$ cat config.mk
export PLATFORM = sky130hd
export DESIGN_NAME = bams_ctrl
export DESIGN_NICKNAME = d
export VERILOG_FILES = /design/src/hw/rtl/bams_pkg.sv /design/src/hw/rtl/bams_ctrl.sv
export SDC_FILE = /design/constraint.sdc
export NUM_CORES = 1
export LEC_CHECK = 0
export ABC_AREA = 1
export BUFFER_PORTS_ARGS = -buffer_cell sky130_fd_sc_hd__buf_2
export CORE_MARGIN = 8
export CORE_UTILIZATION = 40
export DETAILED_ROUTE_END_ITERATION = 12
export PLACE_DENSITY = 0.79
export SETUP_SLACK_MARGIN = 0.05
export SYNTH_ARGS = -nofsm -noshare
export SYNTH_HDL_FRONTEND = slang
export SYNTH_SLANG_ARGS = --single-unit
export TNS_END_PERCENT = 5
$ cat constraint.sdc
create_clock -name clk -period 1.7 [get_ports clk]
set_input_delay 0.085 -clock clk [delete_from_list [all_inputs] [get_ports clk]]
set_output_delay 0.085 -clock clk [all_outputs]
set_load 0.01 [all_outputs]
$ cat src/hw/rtl/bams_pkg.sv
// Shared types and constants of the block-average mean and standard error unit.
// No dependencies.
`default_nettype none
package bams_pkg;
	localparam int PosW    = 16;
	localparam int ResW    = 16;
	localparam int StepOutW = 6;
	localparam int CfgW    = 16;
	localparam int CfgIdxW = 2;

	localparam logic [CfgIdxW-1:0] CFG_STEPS  = 2'd0;
	localparam logic [CfgIdxW-1:0] CFG_THROWS = 2'd1;
	localparam logic [CfgIdxW-1:0] CFG_BLOCKS = 2'd2;

	typedef struct packed {
		logic rd_sample;
		logic commit;
		logic ent_clr;
		logic ent_inc;
		logic rd_ent;
		logic div_blk;
		logic div_mean;
		logic div_var;
		logic sq_start;
		logic blk_upd;
		logic blk_wr;
		logic mul1;
		logic mul2;
		logic se_zero;
		logic se_load;
		logic out_load;
		logic clr_sums;
		logic clr_tots;
	} bams_cmd_t;

	typedef struct packed {
		logic walk_end;
		logic block_end;
		logic run_end;
		logic ent_max;
		logic ent_steps;
		logic div_busy;
		logic sq_busy;
		logic var_pos;
		logic out_free;
	} bams_sts_t;
endpackage
`default_nettype wire

$ cat src/hw/rtl/bams_ctrl.sv
// Controller state machine: sample update, block close pass and final result pass.
// Depends on bams_pkg.
`default_nettype none
module bams_ctrl (
	input  wire logic                clk,
	input  wire logic                arst_n,
	input  wire logic                sample_valid,
	output logic                     sample_ready,
	input  wire bams_pkg::bams_sts_t sts,
	output bams_pkg::bams_cmd_t      cmd
);
	import bams_pkg::*;

	localparam logic [4:0] ST_IDLE = 5'd0;
	localparam logic [4:0] ST_ADD  = 5'd1;
	localparam logic [4:0] CL_RD   = 5'd2;
	localparam logic [4:0] CL_LD   = 5'd3;
	localparam logic [4:0] CL_DIV  = 5'd4;
	localparam logic [4:0] CL_UPD  = 5'd5;
	localparam logic [4:0] CL_WR   = 5'd6;
	localparam logic [4:0] FN_RD   = 5'd7;
	localparam logic [4:0] FN_LD   = 5'd8;
	localparam logic [4:0] FN_DIV  = 5'd9;
	localparam logic [4:0] FN_MUL  = 5'd10;
	localparam logic [4:0] FN_MUL2 = 5'd11;
	localparam logic [4:0] FN_CMP  = 5'd12;
	localparam logic [4:0] FN_DIV2 = 5'd13;
	localparam logic [4:0] FN_SQS  = 5'd14;
	localparam logic [4:0] FN_SQ   = 5'd15;
	localparam logic [4:0] FN_OUT  = 5'd16;

	logic [4:0] state_q;
	logic [4:0] state_nx;
	logic       run_pend_q;

	always_ff @(posedge clk or negedge arst_n) begin
		if (!arst_n) begin
			state_q    <= ST_IDLE;
			run_pend_q <= 1'b0;
		end else begin
			state_q <= state_nx;
			if (state_q == ST_ADD) begin
				run_pend_q <= sts.walk_end && sts.block_end && sts.run_end;
			end
		end
	end

	assign sample_ready = (state_q == ST_IDLE);

	always_comb begin
		cmd      = '0;
		state_nx = state_q;
		unique case (state_q)
			ST_IDLE: begin
				if (sample_valid) begin
					cmd.rd_sample = 1'b1;
					state_nx      = ST_ADD;
				end
			end
			ST_ADD: begin
				cmd.commit = 1'b1;
				if (sts.walk_end && sts.block_end) begin
					cmd.ent_clr = 1'b1;
					state_nx    = CL_RD;
				end else begin
					state_nx = ST_IDLE;
				end
			end
			CL_RD: begin
				cmd.rd_ent = 1'b1;
				state_nx   = CL_LD;
			end
			CL_LD: begin
				cmd.div_blk = 1'b1;
				state_nx    = CL_DIV;
			end
			CL_DIV: begin
				if (!sts.div_busy) begin
					state_nx = CL_UPD;
				end
			end
			CL_UPD: begin
				cmd.blk_upd = 1'b1;
				state_nx    = CL_WR;
			end
			CL_WR: begin
				cmd.blk_wr = 1'b1;
				if (sts.ent_max) begin
					cmd.clr_sums = 1'b1;
					if (run_pend_q) begin
						cmd.ent_clr = 1'b1;
						state_nx    = FN_RD;
					end else begin
						state_nx = ST_IDLE;
					end
				end else begin
					cmd.ent_inc = 1'b1;
					state_nx    = CL_RD;
				end
			end
			FN_RD: begin
				cmd.rd_ent = 1'b1;
				state_nx   = FN_LD;
			end
			FN_LD: begin
				cmd.div_mean = 1'b1;
				state_nx     = FN_DIV;
			end
			FN_DIV: begin
				if (!sts.div_busy) begin
					state_nx = FN_MUL;
				end
			end
			FN_MUL: begin
				cmd.mul1 = 1'b1;
				state_nx = FN_MUL2;
			end
			FN_MUL2: begin
				cmd.mul2 = 1'b1;
				state_nx = FN_CMP;
			end
			FN_CMP: begin
				if (sts.var_pos) begin
					cmd.div_var = 1'b1;
					state_nx    = FN_DIV2;
				end else begin
					cmd.se_zero = 1'b1;
					state_nx    = FN_OUT;
				end
			end
			FN_DIV2: begin
				if (!sts.div_busy) begin
					state_nx = FN_SQS;
				end
			end
			FN_SQS: begin
				cmd.sq_start = 1'b1;
				state_nx     = FN_SQ;
			end
			FN_SQ: begin
				if (!sts.sq_busy) begin
					cmd.se_load = 1'b1;
					state_nx    = FN_OUT;
				end
			end
			FN_OUT: begin
				if (sts.out_free) begin
					cmd.out_load = 1'b1;
					if (sts.ent_steps) begin
						cmd.clr_tots = 1'b1;
						state_nx     = ST_IDLE;
					end else begin
						cmd.ent_inc = 1'b1;
						state_nx    = FN_RD;
					end
				end
			end
			default: begin
				state_nx = ST_IDLE;
			end
		endcase
	end
endmodule
`default_nettype wire

## Word level (Yosys, flattened, before mapping)

Cells that the tools add are included.
W data, S select, Z words.

- Eq/ne operators: 22
- Multiplexer cells: 44
- Reduce and logical (&&, ||, !) cells: 5

Operators with widths:

| operator | count |
|---|---|
| $pmux W5 S17 | 1 |
| $eq A5 B4 Y1 const B | 8 |
| $mux W5 | 7 |
| $mux W1 | 30 |
| $eq A5 B3 Y1 const B | 4 |
| $ne A2 B2 Y1 const B | 6 |
| $eq A5 B2 Y1 const B | 2 |
| $mux W3 | 3 |
| $reduce_and A6 Y1 | 1 |
| $eq A5 B1 Y1 const B | 1 |
| $eq A5 B5 Y1 const B | 1 |
| $logic_not A5 Y1 | 1 |
| $pmux W1 S2 | 2 |
| $logic_and A1 B1 Y1 | 2 |
| $mux W2 | 1 |
| $reduce_or A2 Y1 | 1 |

- Register bits: 6
- Output and inout bits: 19
- Word-level logic and storage cells: 73

## Depth between registers and ports, before layout

- Depth in word-level cells: 3
- Mapped depth: 9

## Least setup slack after synthesis

OpenSTA, ideal clock, no wires.

- Kind: register to register
- Start point: register state_q[0]
- End point: register state_q[0]
- Library setup time: 117 ps
- Data arrival time: 1267 ps
- Data required time: 1583 ps
- Setup slack: 316 ps
- Stages on the path, launching flop included: 9
- Buffers on the path: 0
- Clock period less this slack: 1384 ps
- Cells stage by stage: dfrtp_1 -> nor2_4 -> nand2_1 -> nor2_1 -> nand2_1 -> nand3_1 -> nor2_2 -> nand2_1 -> nand2_1

- Cells in the longest elaborated chain, start to end: 3
- Elaborated cells between the ends (all ways): 25
- Classes of those cells: 22 x eq/ne; 1 x mux; 2 x reduce/logical

Ends and longest elaborated chain:

| item | line | RTL |
|---|---|---|
| start: declaration | bams_ctrl.sv:32 | `logic [4:0] state_q;` |
| start signal: assignment | bams_ctrl.sv:41 | `state_q <= state_nx;` |
| $logic_not A5 Y1 * | n/a |  |
| net sample_ready | bams_ctrl.sv:8 | `output logic sample_ready,` |
| $ne A2 B2 Y1 (no line) | n/a |  |
| $reduce_and A6 Y1 (no line) | n/a |  |

Mark *: on every way through the listed nets, which the timed path passes. The rest lies on a longest branch.
A chain may end at the register's enable or synchronous reset.

==> results.ini <==
[min_path]
hold_start=sts[6]
min_path_type=in2reg

[floorplan]
die_area_mm2=0.00334
start_util_pct=41.4
dieWidth_um=57.8
io_pins=31
die_h_um=57.8
row_count=15
core_area_mm2=0.00169

[power_and_ir_drop]
clkPwrFrac_pct=9.6
vdd_drop_max_mv=0.857
pwr-share-comb_pct=68.5
p_switching_uw=735
p_leak_nw=0.657
pwr-share-seq_pct=21.8
swShare_pct=52.7
p_int_uw=659
power_density_mw_per_mm2=1450

[setup_path]
crit_start=state_q[3]
crit_required_ps=1620
critPathCaptureType=output pin
crit_type=reg2out
cp.arrival_ps=1540
r2r-start=state_q[3]
critPathMaxFanout=7
worstSetupStartpointType=flip-flop

[synth]
avgSynthCellArea_um2=5.51
syn_area_um2=699
synthFlopType=dfrtp_1
syn_inst=127
synth_fp_nets=139
seq_area_frac_synth_pct=21.5
ys_ff_latch=6
async_flop_share_pct=100
synth_warnings=0
synth_edf_count=0
synthDistinctLibCells=18

[drt]
via_per_inst=5.15
detail-route-antenna-nets=0
drtIter0Drc=43
vias=947
drc=0
wire_per_inst_um=12.0
firstDrtPassIters=6
totalWireLength_mm=2.21

[placement]
dp_hpwl_mm=1.75
dp_cells=174
portBuffers=30
place_congestion=0.925

[final_layout]
drive_gt1_share_pct=36.5
synthToLayoutAreaGrowth_pct=37.6
mostFrequentLayoutCell=nand2_1
finalNonFillerCells=184
antenna_cells=0
final_cell_mix=39 x nand2_1, 30 x buf_2, 19 x nor2_1
fin_nets=181

[clocking]
clock_latency_ps=250
path_clk_slew_ps=50
clock_sinks=6
cts_max_path_buffers=2
root_buffer=clkbuf_4
cts_tree=done
cts_made_buffers=3
cts-htree-levels=1

[sta]
hold_viol_final=0
relSlewSlack_pct=80.3
tns_ps=0
fin_worst_skew_ps=7.65
rsz0062_at_grt=no
finalCriticalPeriod_ps=1620
post-route-period-util_pct=95.5
setup_violations=0
tightest_slew_ps=293
drv_slew=0
fmax_mhz=616

[global_routing]
grt_pass1_wl_mm=3.58
grt_pass1_vias=845
grt_antenna_before_repair=0
grt.overflow.total=0
grt_start_max_net_pins=11
track_usage_pct=13.3

[outcome]
status=complete, no violations

[job]
cap_violations=0

==> logic make-up (layout without fill, tap and decap cells) <==
group	count (synthesis)	count (layout)	synth area share, %
compound gates	5	5	3.76
buf+inv	26	66	14.1
simple gates	90	90	60.6
flops	6	6	21.5
==> per-stage QoR <==
step / worst slack, ps / power [mW] / hold slack (ps) / cell area (um2) / util, %
floorplan: 316 / 0.872 / -211 / 699 / -
global placement: 278 / 1.10 / -87.2 / 873 / 51.7
detailed placement: 258 / 1.11 / -85.8 / 873 / 51.7
CTS: 63.7 / 1.29 / 107 / 921 / 54.5
global route: 40.1 / 1.52 / 127 / 962 / 57.0
finish: 76.4 / 1.39 / 106 / 962 / 57.0
==> synth_stat cells (2+ instances only) <==
cell type / number / area, um2
dfrtp_1: 6 / 150
nand3_2: 2 / 20.0
nand4_1: 5 / 31.3
nor2_4: 3 / 33.8
nor2_2: 3 / 18.8
inv_1: 18 / 67.6
nor2_1: 19 / 71.3
o21ai_1: 2 / 10.0
inv_2: 7 / 26.3
nand2_1: 40 / 150
nand3_1: 15 / 75.1
==> power by group through the flow <==
stage	clock network (mW)	logic (mW)	registers, mW
2_1_floorplan	0	0.595	0.277
3_3_place_gp	0	0.806	0.293
3_5_place_dp	0	0.811	0.297
4_1_cts	0.138	0.852	0.295
5_1_grt	0.146	1.06	0.314
6_report	0.134	0.955	0.304
==> critical path, stage by stage, from the launching register on <==
cell     delay, ps
dfrtp_1        470
nor2_4         250
nand4_1        230
o22ai_1        170
buf_2          160
==> repair_timing <==
| item | in CTS | in global routing |
|---|---|---|
| gates cloned | 0 | 0 |
| endpoints found under the setup margin | 1 | 2 |
| resized for setup | 0 | 5 |
| buffers inserted | 2 | 4 |
| pin swaps | 1 | 1 |
| hold buffers | 1 | 0 |
| hold endpoints to repair | 6 | 0 |
==> per-layer routing <==
| metal | GRT usage (%) | routed length [um] | up-vias | part of all wire [%] |
|---|---|---|---|---|
| met5 | 0 | 0 | - | 0 |
| met4 | 8.04 | 53 | 0 | 2.4 |
| met3 | 2.43 | 187 | 7 | 8.5 |
| met2 | 22.3 | 1020 | 47 | 46 |
| met1 | 15.3 | 949 | 415 | 43 |
| li1 | - | - | 478 | - |
==> layout make-up <==
cell class                 instances  area [um2]
fill                             162         727
multi-input combinational         95         458
timing repair buffer              38         213
sequential                         6         154
inverter                          25        93.8
clock buffer                       3        22.5
tap                               17        21.3
==> flip-flops by register name, summed over array words and instances (netlist names) <==
| name | cells |
|---|---|
| state_q | 5 |
| run_pend_q | 1 |
==> worst paths after layout <==
check                              to  slack, ps  depth (start not counted)
setup / recovery              cmd[14]         80                          4
hold / removal             run_pend_q        110                          3
setup reg to reg           state_q[1]        180                          9
hold reg to reg            run_pend_q        560                          2
max in group asynchronous  state_q[1]       1340                          2
min in group asynchronous  state_q[2]        190                          2
Note: power is estimated with default switching activity, not from simulation.
